$ cat config.mk
export PLATFORM = sky130hd
export DESIGN_NAME = sexpr_lexer_fsm
export DESIGN_NICKNAME = d
export VERILOG_FILES = /design/src/sv/slx_pkg.sv /design/src/sv/slx_scanner.sv /design/src/sv/slx_out_buf.sv /design/src/sv/sexpr_lexer_fsm.sv
export SDC_FILE = /design/constraint.sdc
export NUM_CORES = 1
export LEC_CHECK = 0
export BUFFER_PORTS_ARGS = -buffer_cell sky130_fd_sc_hd__buf_4
export CAP_MARGIN = 10
export CORE_ASPECT_RATIO = 2
export CORE_UTILIZATION = 55
export DETAILED_ROUTE_END_ITERATION = 10
export PLACE_DENSITY = 0.74
export SLEW_MARGIN = 10
export SYNTH_ARGS = -nofsm -noshare
export SYNTH_HDL_FRONTEND = slang
export SYNTH_HIERARCHICAL = 1
export SYNTH_SLANG_ARGS = --single-unit
$ cat constraint.sdc
create_clock -name clk_i -period 13.2 [get_ports clk_i]
set_input_delay 1.32 -clock clk_i [delete_from_list [all_inputs] [get_ports clk_i]]
set_output_delay 1.32 -clock clk_i [all_outputs]
set_load 0.01 [all_outputs]
$ cat src/sv/slx_pkg.sv
`default_nettype none

package slx_pkg;

  localparam int unsigned KIND_W = 3;

  localparam logic [KIND_W-1:0] KIND_OPEN   = 3'd0;
  localparam logic [KIND_W-1:0] KIND_CLOSE  = 3'd1;
  localparam logic [KIND_W-1:0] KIND_IDENT  = 3'd2;
  localparam logic [KIND_W-1:0] KIND_INT    = 3'd3;
  localparam logic [KIND_W-1:0] KIND_DEC    = 3'd4;
  localparam logic [KIND_W-1:0] KIND_STRING = 3'd5;
  localparam logic [KIND_W-1:0] KIND_ERR    = 3'd6;

  localparam logic [7:0] CH_NUL   = 8'h00;
  localparam logic [7:0] CH_LF    = 8'h0A;
  localparam logic [7:0] CH_QUOTE = 8'h22;
  localparam logic [7:0] CH_BANG  = 8'h21;
  localparam logic [7:0] CH_OPEN  = 8'h28;
  localparam logic [7:0] CH_CLOSE = 8'h29;
  localparam logic [7:0] CH_MINUS = 8'h2D;
  localparam logic [7:0] CH_DOT   = 8'h2E;
  localparam logic [7:0] CH_SEMI  = 8'h3B;
  localparam logic [7:0] CH_QUERY = 8'h3F;

  function automatic logic is_letter(logic [7:0] c);
    return (c inside {[8'd65:8'd90]}) || (c inside {[8'd97:8'd122]});
  endfunction

  function automatic logic is_numeral(logic [7:0] c);
    return c inside {[8'd48:8'd57]};
  endfunction

  function automatic logic is_name_char(logic [7:0] c);
    return is_letter(c) || is_numeral(c) || (c inside {CH_MINUS, CH_QUERY, CH_BANG});
  endfunction

endpackage

`default_nettype wire

$ cat src/sv/slx_scanner.sv
`default_nettype none

module slx_scanner #(
  parameter int unsigned POS_BITS  = 32,
  parameter int unsigned LINE_BITS = 24,
  parameter int unsigned RES_W     = slx_pkg::KIND_W + 2 * POS_BITS + LINE_BITS + 1
) (
  input  wire logic             clk_i,
  input  wire logic             rst_ni,
  input  wire logic             fire_i,
  input  wire logic [7:0]       byte_i,
  input  wire logic             last_i,
  output logic      [1:0]       nres_o,
  output logic      [RES_W-1:0] res0_o,
  output logic      [RES_W-1:0] res1_o
);
  import slx_pkg::*;

  localparam logic [2:0] ST_IDLE    = 3'd0;
  localparam logic [2:0] ST_NAME    = 3'd1;
  localparam logic [2:0] ST_INT     = 3'd2;
  localparam logic [2:0] ST_DEC     = 3'd3;
  localparam logic [2:0] ST_COMMENT = 3'd4;
  localparam logic [2:0] ST_STRING  = 3'd5;
  localparam logic [2:0] ST_HALT    = 3'd6;

  logic [2:0]           state_q, state_d;
  logic [LINE_BITS-1:0] line_q, line_d;
  logic [POS_BITS-1:0]  begin_q, begin_d;
  logic [POS_BITS-1:0]  pos_q, pos_next;
  logic                 skip_q, skip_d;

  logic                 ea, eb, rescan;
  logic [KIND_W-1:0]    ek, bk;
  logic [POS_BITS-1:0]  es, ee;

  always_comb begin
    pos_next = pos_q + POS_BITS'(1);
    state_d  = state_q;
    line_d   = line_q;
    begin_d  = begin_q;
    skip_d   = skip_q;
    ea       = 1'b0;
    eb       = 1'b0;
    ek       = KIND_IDENT;
    bk       = KIND_OPEN;
    es       = begin_q;
    ee       = pos_q;
    rescan   = 1'b0;
    if (state_q == ST_HALT) begin
      state_d = ST_HALT;
    end else if (skip_q) begin
      if (last_i) begin
        skip_d = 1'b0;
      end
    end else if (byte_i == CH_NUL) begin
      skip_d = !last_i;
    end else begin
      case (state_q)
        ST_NAME: begin
          if (!is_name_char(byte_i)) begin
            ea     = 1'b1;
            ek     = KIND_IDENT;
            rescan = 1'b1;
          end
        end
        ST_INT: begin
          if (byte_i == CH_DOT) begin
            state_d = ST_DEC;
          end else if (!is_numeral(byte_i)) begin
            ea     = 1'b1;
            ek     = KIND_INT;
            rescan = 1'b1;
          end
        end
        ST_DEC: begin
          if (!is_numeral(byte_i)) begin
            ea     = 1'b1;
            ek     = KIND_DEC;
            rescan = 1'b1;
          end
        end
        ST_STRING: begin
          if (byte_i == CH_QUOTE) begin
            ea      = 1'b1;
            ek      = KIND_STRING;
            ee      = pos_next;
            state_d = ST_IDLE;
          end else if (byte_i == CH_LF) begin
            ea      = 1'b1;
            ek      = KIND_ERR;
            state_d = ST_HALT;
          end
        end
        ST_COMMENT: begin
          if (byte_i == CH_LF) begin
            state_d = ST_IDLE;
          end
        end
        default: begin
          rescan = 1'b1;
        end
      endcase

      if (rescan) begin
        state_d = ST_IDLE;
        if (byte_i == CH_SEMI) begin
          state_d = ST_COMMENT;
        end else if (byte_i == CH_OPEN) begin
          eb = 1'b1;
          bk = KIND_OPEN;
        end else if (byte_i == CH_CLOSE) begin
          eb = 1'b1;
          bk = KIND_CLOSE;
        end else if (is_letter(byte_i)) begin
          state_d = ST_NAME;
          begin_d = pos_q;
        end else if (is_numeral(byte_i)) begin
          state_d = ST_INT;
          begin_d = pos_q;
        end else if (byte_i == CH_QUOTE) begin
          state_d = ST_STRING;
          begin_d = pos_q;
        end
      end

      if (byte_i == CH_LF && line_q != {LINE_BITS{1'b1}}) begin
        line_d = line_q + LINE_BITS'(1);
      end
    end
  end

  // Results are packed as {last, line, end, start, kind}.
  always_comb begin
    nres_o = {ea & eb, ea ^ eb};
    res1_o = {1'b1, line_q, pos_next, pos_q, bk};
    if (ea) begin
      res0_o = {!eb, line_q, ee, es, ek};
    end else begin
      res0_o = {1'b1, line_q, pos_next, pos_q, bk};
    end
  end

  always_ff @(posedge clk_i or negedge rst_ni) begin
    if (!rst_ni) begin
      state_q <= ST_IDLE;
      line_q  <= LINE_BITS'(1);
      begin_q <= '0;
      pos_q   <= '0;
      skip_q  <= 1'b0;
    end else if (fire_i) begin
      state_q <= state_d;
      line_q  <= line_d;
      begin_q <= begin_d;
      pos_q   <= pos_next;
      skip_q  <= skip_d;
    end
  end

endmodule

`default_nettype wire

$ cat src/sv/slx_out_buf.sv
`default_nettype none

module slx_out_buf #(
  parameter int unsigned RES_W = 93
) (
  input  wire logic             clk_i,
  input  wire logic             rst_ni,
  input  wire logic [1:0]       push_cnt_i,
  input  wire logic [RES_W-1:0] push0_i,
  input  wire logic [RES_W-1:0] push1_i,
  input  wire logic             pop_i,
  output logic                  head_valid_o,
  output logic      [RES_W-1:0] head_o,
  output logic      [1:0]       free_o
);

  logic             a_valid_q, a_valid_d, b_valid_q, b_valid_d;
  logic [RES_W-1:0] a_q, a_d, b_q, b_d;
  logic             rav, rbv;
  logic [RES_W-1:0] ra;

  always_comb begin
    rav    = pop_i ? b_valid_q : a_valid_q;
    ra     = pop_i ? b_q : a_q;
    rbv    = pop_i ? 1'b0 : b_valid_q;
    free_o = 2'd2 - ({1'b0, rav} + {1'b0, rbv});

    a_valid_d = rav || (push_cnt_i != 2'd0);
    a_d       = rav ? ra : push0_i;
    if (rav) begin
      b_valid_d = rbv || (push_cnt_i != 2'd0);
      b_d       = rbv ? b_q : push0_i;
    end else begin
      b_valid_d = (push_cnt_i == 2'd2);
      b_d       = push1_i;
    end
  end

  always_ff @(posedge clk_i or negedge rst_ni) begin
    if (!rst_ni) begin
      a_valid_q <= 1'b0;
      b_valid_q <= 1'b0;
    end else begin
      a_valid_q <= a_valid_d;
      b_valid_q <= b_valid_d;
    end
  end

  always_ff @(posedge clk_i) begin
    a_q <= a_d;
    b_q <= b_d;
  end

  assign head_valid_o = a_valid_q;
  assign head_o       = a_q;

endmodule

`default_nettype wire

$ cat src/sv/sexpr_lexer_fsm.sv
// S-expression scanner taking one source byte per beat and returning one token per beat.
// A byte is held in an input register and scanned there, updating the scanner state and
// writing its zero, one or two tokens into a two-entry result buffer; a new byte is taken
// in every cycle as long as that buffer has room for its tokens, so the sustained rate is
// one byte per clock, and a byte that ends one token and opens a parenthesis yields two
// tokens. A token's closing byte waits in the input register until the buffer has room, and
// the token then goes out from the buffer register. Positions count every byte and
// wrap; the line count saturates. A zero byte discards the rest of its buffer, and a newline
// inside a string reports an error token after which the block consumes bytes but reports
// nothing more until reset.
`default_nettype none

module sexpr_lexer_fsm #(
  parameter int unsigned POS_BITS  = 32,
  parameter int unsigned LINE_BITS = 24,
  localparam int unsigned OUT_W    = ((2 * POS_BITS + LINE_BITS + 7) / 8) * 8
) (
  input  wire logic                       clk_i,
  input  wire logic                       rst_ni,
  input  wire logic                       s_axis_tvalid,
  output logic                            s_axis_tready,
  input  wire logic [7:0]                 s_axis_tdata,  // data_byte
  input  wire logic                       s_axis_tlast,  // buffer_last
  output logic                            m_axis_tvalid,
  input  wire logic                       m_axis_tready,
  output logic      [OUT_W-1:0]           m_axis_tdata,  // start_pos, end_pos, line_number
  output logic      [slx_pkg::KIND_W-1:0] m_axis_tuser,  // token_kind
  output logic                            m_axis_tlast   // last_result
);
  import slx_pkg::*;

  localparam int unsigned RES_W = KIND_W + 2 * POS_BITS + LINE_BITS + 1;
  localparam int unsigned PAY_W = 2 * POS_BITS + LINE_BITS;

  logic             in_valid_q;
  logic [7:0]       in_byte_q;
  logic             in_last_q;
  logic             fire;
  logic             pop;
  logic [1:0]       nres;
  logic [1:0]       free;
  logic [1:0]       push_cnt;
  logic [RES_W-1:0] res0, res1, head;

  assign pop           = m_axis_tvalid && m_axis_tready;
  assign fire          = in_valid_q && (nres <= free);
  assign s_axis_tready = !in_valid_q || fire;
  assign push_cnt      = fire ? nres : 2'd0;

  always_ff @(posedge clk_i or negedge rst_ni) begin
    if (!rst_ni) begin
      in_valid_q <= 1'b0;
    end else if (s_axis_tvalid && s_axis_tready) begin
      in_valid_q <= 1'b1;
    end else if (fire) begin
      in_valid_q <= 1'b0;
    end
  end

  always_ff @(posedge clk_i) begin
    if (s_axis_tvalid && s_axis_tready) begin
      in_byte_q <= s_axis_tdata;
      in_last_q <= s_axis_tlast;
    end
  end

  slx_scanner #(
    .POS_BITS (POS_BITS),
    .LINE_BITS(LINE_BITS),
    .RES_W    (RES_W)
  ) u_scanner (
    .clk_i (clk_i),
    .rst_ni(rst_ni),
    .fire_i(fire),
    .byte_i(in_byte_q),
    .last_i(in_last_q),
    .nres_o(nres),
    .res0_o(res0),
    .res1_o(res1)
  );

  slx_out_buf #(
    .RES_W(RES_W)
  ) u_out_buf (
    .clk_i       (clk_i),
    .rst_ni      (rst_ni),
    .push_cnt_i  (push_cnt),
    .push0_i     (res0),
    .push1_i     (res1),
    .pop_i       (pop),
    .head_valid_o(m_axis_tvalid),
    .head_o      (head),
    .free_o      (free)
  );

  assign m_axis_tuser = head[KIND_W-1:0];
  assign m_axis_tdata = OUT_W'(head[KIND_W +: PAY_W]);
  assign m_axis_tlast = head[RES_W-1];

endmodule

`default_nettype wire

Word-level counts from Yosys, hierarchy flattened
Index checks and enable logic that the tools add are counted.

Flip-flop bits (word level): 288. Bits of input ports: 13. Output and inout bits: 94.

Add/subtract/negate cells: 4. Order comparisons: 7. Equality and inequality tests: 24. Muxes and demuxes: 73. Bitwise gates (word level): 8. Reductions and logical operators: 27.

Operators with widths (number): two-way mux 92 bit (3); two-way mux 32 bit (8); two-way mux 91 bit (2); two-way mux 3 bit (27); equality test 8 x 6 -> 1 bit (second input constant) (8); adder 32 x 1 -> 32 bit (second input constant) (1); two-way mux 1 bit (28); adder 24 x 1 -> 24 bit (second input constant) (1); inequality test 24 bit (second input constant) (1); case mux 3 bit (3 select lines) (2); greater-or-equal comparator 8 x 7 -> 1 bit (second input constant) (2); less-or-equal comparator 8 x 7 -> 1 bit (second input constant) (2); equality test 3 bit (second input constant) (3); AND reduction 9 bit (1); equality test 8 x 4 -> 1 bit (second input constant) (1); greater-or-equal comparator 8 x 6 -> 1 bit (second input constant) (1); less-or-equal comparator 8 x 6 -> 1 bit (second input constant) (1); zero test 8 bit (1); inequality test 4 x 1 -> 1 bit (second input constant) (2); case mux 1 bit (4 select lines) (2); logical AND 1 bit (7); AND reduction 7 bit (1); equality test 3 x 2 -> 1 bit (second input constant) (2); logical OR 1 bit (6); 19 further kinds (30).

Longest topological paths before layout
Depth after elaboration: 21. Depth in mapped cells: 19. Mapped depth without buffers: 16.

Hierarchy
The synthesis kept the hierarchy.

By module, submodules not included: slx_out_buf (instances 1, cells each 402, area each 7910.1 µm², seq. area each 5575.3 µm²); slx_scanner (instances 1, cells each 617, area each 6231.0 µm², seq. area each 2303.5 µm²); sexpr_lexer_fsm (instances 1, cells each 25, area each 401.6 µm², seq. area each 295.3 µm²).

Worst setup path before layout
No wires, ideal clock.

Path kind: input port to flip-flop. Start point: input m_axis_tready. End point: register u_out_buf.b_q[0] (enable). Data arrival time: 4.263 ns. Path slack: 8.491 ns. Stages on the path: 7. Path through: and2_1 mux2i_4 inv_2 buf_6 buf_6 ha_1 inv_1.

Word-level cells in the longest chain between the ends: 3.

RTL lines: start: declaration (line sexpr_lexer_fsm.sv:25) `input wire logic m_axis_tready,`; logical AND 1 bit * (line sexpr_lexer_fsm.sv:45) `assign pop = m_axis_tvalid && m_axis_tready;`; two-way mux 1 bit, on equally long branches (line slx_out_buf.sv:25, slx_out_buf.sv:23); inequality test 2 bit (no source line) *; end signal: assignment (line slx_out_buf.sv:51) `b_q <= b_d;`; end: declaration (line slx_out_buf.sv:18) `logic [RES_W-1:0] a_q, a_d, b_q, b_d;`.

Mark *: on every way between the ends. The rest lies on a longest branch, timed or not. A chain may end at the register's enable or synchronous reset.

Worst setup path after layout
Start point: register in_byte_q[6]. End point: output s_axis_tready.

Word-level cells in the longest chain between the ends: 18.

RTL lines: start: declaration (line sexpr_lexer_fsm.sv:36) `logic [7:0] in_byte_q;`; start signal: assignment (line sexpr_lexer_fsm.sv:62) `in_byte_q <= s_axis_tdata;`; greater-or-equal comparator 8 x 7 -> 1 bit / less-or-equal comparator 8 x 7 -> 1 bit (equally long branches) (line slx_pkg.sv:27) `return (c inside {[8'd65:8'd90]}) || (c inside {[8'd97:8'd122]});`; logical AND 1 bit (line slx_pkg.sv:27); logical OR 1 bit (line slx_pkg.sv:27); logical OR 1 bit (2 in series) (line slx_pkg.sv:35) `return is_letter(c) || is_numeral(c) || (c inside {CH_MINUS, CH_QUERY, CH_BANG});`; two-way mux 1 bit (line slx_scanner.sv:61) `if (!is_name_char(byte_i)) begin`; case mux 1 bit (4 select lines) (line slx_scanner.sv:59) `case (state_q)`; two-way mux 1 bit (line slx_scanner.sv:56) `end else if (byte_i == CH_NUL) begin`; two-way mux 1 bit (line slx_scanner.sv:52) `end else if (skip_q) begin`; (+2 left out); two-way mux 1 bit (line slx_scanner.sv:56); two-way mux 1 bit (line slx_scanner.sv:52); two-way mux 1 bit (line slx_scanner.sv:50) `if (state_q == ST_HALT) begin`; XOR 1 bit * (line slx_scanner.sv:135) `nres_o = {ea & eb, ea ^ eb};`; net nres[0] (line sexpr_lexer_fsm.sv:40) `logic [1:0] nres;`; less-or-equal comparator 2 bit * (line sexpr_lexer_fsm.sv:46) `assign fire = in_valid_q && (nres <= free);`; logical AND 1 bit * (line sexpr_lexer_fsm.sv:46); logical OR 1 bit * (line sexpr_lexer_fsm.sv:47) `assign s_axis_tready = !in_valid_q || fire;`; end: declaration (line sexpr_lexer_fsm.sv:21) `output logic s_axis_tready,`.

Mark *: on every way through the listed nets, which the timed path passes. The rest lies on a longest branch. The select of a mux whose other input is x is not followed.

==> flow_summary.toml <==
[place]
finalWeightedCongestion = 0.9096
dp_slack_ps = 7883
place_hpwl_microns = 17560
port_buffers = 106

[layout]
growth_of_design_area_from_synthesis_to_finish_pct = 9.550
final_layout_size_suffix_gt1_frac = 0.2679
most_common_library_cell_in_the_layout_ignoring_fill_and_taps = "sky130_fd_sc_hd__edfxtp_1"
fin_nets = 1108
mostFrequentLayoutCells = "sky130_fd_sc_hd__edfxtp_1 (193), sky130_fd_sc_hd__mux2_1 (124), sky130_fd_sc_hd__buf_4 (116)"
final_antenna_diode_count = 0

[logic_synthesis]
yosys-top-cells-area = "sky130_fd_sc_hd__edfxtp_1 (40%), sky130_fd_sc_hd__dfrtp_1 (16%), sky130_fd_sc_hd__mux2_1 (9.6%)"
synth_edf_count = 193
synth_flop_cell = "sky130_fd_sc_hd__edfxtp_1"
synthesis.area_sq_mm = 0.01454
synthDominantAreaCellType = "sky130_fd_sc_hd__edfxtp_1"
portion_of_synthesized_cell_area_occupied_by_the_leading_cell_type = 0.3985
netlist-cell-type-count = 70
yosysWarnings = 6
postSynthCellCount = 1044
asyncSetResetFlopFracSynth = 0.3299
postSynthRegisterBits = 288
post_synthesis_average_cell_area_sq_um = 13.93
synth.yosys.seq_area_share = 0.5621

[clock_network]
clockRootBuffer = "sky130_fd_sc_hd__clkbuf_16"
clock_path_buffers = 3
clkLatencyLatePin_ps = 530
cts_max_level = 1
cts.hold.buffers_added = 0
ctsResizeCount = 0
postCtsSetupRepairBufs = 0
tritoncts_clock_tree = "built"
tritoncts_num_sinks = 288
cts_buffers = 24
clk_pin_slew_worst_paths_ps = 70

[sta]
max-slew-margin-rel = 0.2895
final_critical_path_setup_slack_ps = 7757
final_critical_period_ps = 5443
finalClockSkew_ps = 11.55
timing.setup.tns_ps = 0
unrepaired_setup_endpoints_after_global_routing = "false"
drv_slew = 0
finalHoldViolations = 0
finalCritPeriodShare = 0.4123
setup_viol_count_final = 0
achievable_freq_mhz = 183.7
tightest_slew_ps = 1066

[drt]
drc = 0
vias_per_cell = 5.537
routed-via-count = 8001
number_of_iterations_in_the_first_detailed_routing_pass = 4
top_layer = "met4"
drt-total-wl_microns = 26940
routedLengthMet1_microns = 10280
drtAntennaViolNets = 0
routed-wl-met3_microns = 781
dr.first_iter.drc_count = 343
wl_met2_microns = 15090
post_drt_wl_per_cell_microns = 18.64

[worst_setup_path]
worst_setup_path_start_kind = "register"
setup.worst_path.end_class = "primary output"
crit_path_end = "s_axis_tready"
regToRegStartpoint = "in_byte_q[6]"
startpoint = "in_byte_q[6]"
regToRegSetupSlack_ps = 7850
setup.worst_path.class = "register to primary output"
critPathMaxFanout = 36
critPathRequiredTime_ps = 11880
crit_arrival_ps = 4120
regToRegEndpoint = "u_scanner/line_q[9]"
timing.reg2reg.worst_path_depth = 16

[power]
power.share.switching = 0.3302
cellLeakagePower_nw = 6.870
seq_power_share = 0.439
clkPwrFrac = 0.214
pwr-share-comb = 0.347
intPower_mw = 2.134
power.net_switching_mw = 1.052
p_per_area_mw_per_mm2 = 199.9
vdd_ir_drop_max_uv = 139.5

[global_routing]
grt_antenna_before_repair = 0
grt-ovfl-total = 0
grt_start_max_net_pins = 72
total_global_routing_track_utilization = 0.2081
grt_first_pass_wirelength_microns = 43610
grt_pass1_vias = 8381

[floorplanning]
ios = 107
initial_utilization = 0.5624
die_x_microns = 117.0
dieArea_sq_mm = 0.02713
rows = 83
die_h_microns = 232.0
core_sq_mm = 0.02586

[run_status]
outcome = "finished clean"

[hold_path]
worst_hold_path_type = "register to register"
hold_start = "in_last_q"

[job]
max-cap-violations = 0
## state kept, by name, summed over array words and instances, names as in the netlist
signal and cells:
u_out_buf/head_o 92, in_byte_q 8, u_scanner/state_q 3, in_last_q 1
u_scanner/pos_q 32, in_valid_q 1, u_out_buf/b_q 92, u_out_buf/b_valid_q 1
u_out_buf/head_valid_o 1, u_scanner/begin_q 32, u_scanner/skip_q 1, u_scanner/line_q 24
## how the worst min path moves through the flow
stage | end | slack, ps | cells after the start
3_5_place_dp | u_scanner/skip_q | 420 | 1
2_1_floorplan | u_scanner/skip_q | 390 | 1
6_report | u_scanner/skip_q | 430 | 1
4_1_cts | u_scanner/skip_q | 430 | 1
5_1_grt | u_scanner/skip_q | 440 | 1
3_3_place_gp | u_scanner/skip_q | 430 | 1
## layout make-up
cell class	count	area (sq um)
fillers	2029	9927
flip-flops and latches	288	8174
multi-input cells	642	5664
repair buffers	116	870.8
clock buffers	35	663.1
well taps	340	425.4
clock inverters	9	71.32
inverters	15	62.56
## power by group through the flow
| stage | Clock, mW | Combinational (mW) | Sequential (mW) |
|---|---|---|---|
| finish | 0.682 | 1.10 | 1.40 |
| global route | 0.726 | 1.20 | 1.43 |
| CTS | 0.702 | 1.13 | 1.40 |
| detailed placement | 0 | 1.13 | 1.42 |
| global placement | 0 | 1.11 | 1.41 |
| floorplan | 0 | 0.754 | 1.45 |
## worst max-delay path, cell delays in order (launching register included)
cell and delay (ps):
sky130_fd_sc_hd__edfxtp_1 420, sky130_fd_sc_hd__or2_1 360, sky130_fd_sc_hd__nor4_1 610, sky130_fd_sc_hd__o32ai_4 250
sky130_fd_sc_hd__o21ai_4 180, sky130_fd_sc_hd__buf_4 500, sky130_fd_sc_hd__inv_1 140, sky130_fd_sc_hd__ha_1 330
sky130_fd_sc_hd__inv_1 40, sky130_fd_sc_hd__ha_1 270, sky130_fd_sc_hd__nand2_1 80, sky130_fd_sc_hd__o21a_1 170
sky130_fd_sc_hd__nand2_1 70, sky130_fd_sc_hd__buf_4 150
## Yosys cell counts (6+ instances only)
master / number
sky130_fd_sc_hd__a21oi_1: 10
sky130_fd_sc_hd__buf_1: 8
sky130_fd_sc_hd__ha_1: 8
sky130_fd_sc_hd__nand2_1: 69
sky130_fd_sc_hd__buf_2: 21
sky130_fd_sc_hd__nor2b_1: 8
sky130_fd_sc_hd__and2_1: 8
sky130_fd_sc_hd__inv_1: 14
sky130_fd_sc_hd__buf_6: 12
sky130_fd_sc_hd__and3_1: 21
sky130_fd_sc_hd__nor2_1: 16
sky130_fd_sc_hd__clkbuf_1: 25
sky130_fd_sc_hd__xor2_1: 25
sky130_fd_sc_hd__xnor2_1: 91
sky130_fd_sc_hd__nor3_1: 6
sky130_fd_sc_hd__dfrtp_1: 94
sky130_fd_sc_hd__nand4_1: 22
sky130_fd_sc_hd__edfxtp_1: 193
sky130_fd_sc_hd__mux2_1: 124
sky130_fd_sc_hd__o21ai_0: 7
sky130_fd_sc_hd__mux2_4: 30
sky130_fd_sc_hd__mux2_2: 97
sky130_fd_sc_hd__buf_4: 29
sky130_fd_sc_hd__nand3_1: 31
## metrics by stage
stage | instance area, sq um | power, mW | hold slack (ps) | cells | utilization
6_report | 15930 | 3.185 | 426.1 | 1445 | 0.6161
5_1_grt | 15930 | 3.355 | 444.1 | 1445 | 0.6161
4_1_cts | 15930 | 3.234 | 427.4 | 1445 | 0.6161
3_5_place_dp | 15200 | 2.545 | 416.4 | 1401 | 0.5877
3_3_place_gp | 15200 | 2.519 | 429.0 | 1401 | 0.5877
2_1_floorplan | 14550 | 2.200 | 394.5 | 1045 | -
## layer usage
metal | vias up | global-route usage
met3 | 53 | 0.02167
li1 | 3836 | -
met1 | 3961 | 0.2329
met5 | - | 0
met2 | 151 | 0.3952
met4 | 0 | 0.07674
## cells by family (layout without fill, tap and decap cells)
| family | after synthesis | after routing | share of synthesized area |
|---|---|---|---|
| multiplexers | 252 | 252 | 0.2036 |
| flip-flops | 288 | 288 | 0.5621 |
| XOR/XNOR | 116 | 116 | 0.06986 |
| other | 2 | 3 | 0.0005164 |
| buffers and inverters | 115 | 175 | 0.04973 |
| AND/OR/NAND/NOR | 215 | 215 | 0.08148 |
| AO/OA/AOI/OAI | 48 | 48 | 0.02581 |
| adder cells (fa/ha/maj) | 8 | 8 | 0.006883 |
Power figures use the tool's default switching activity.
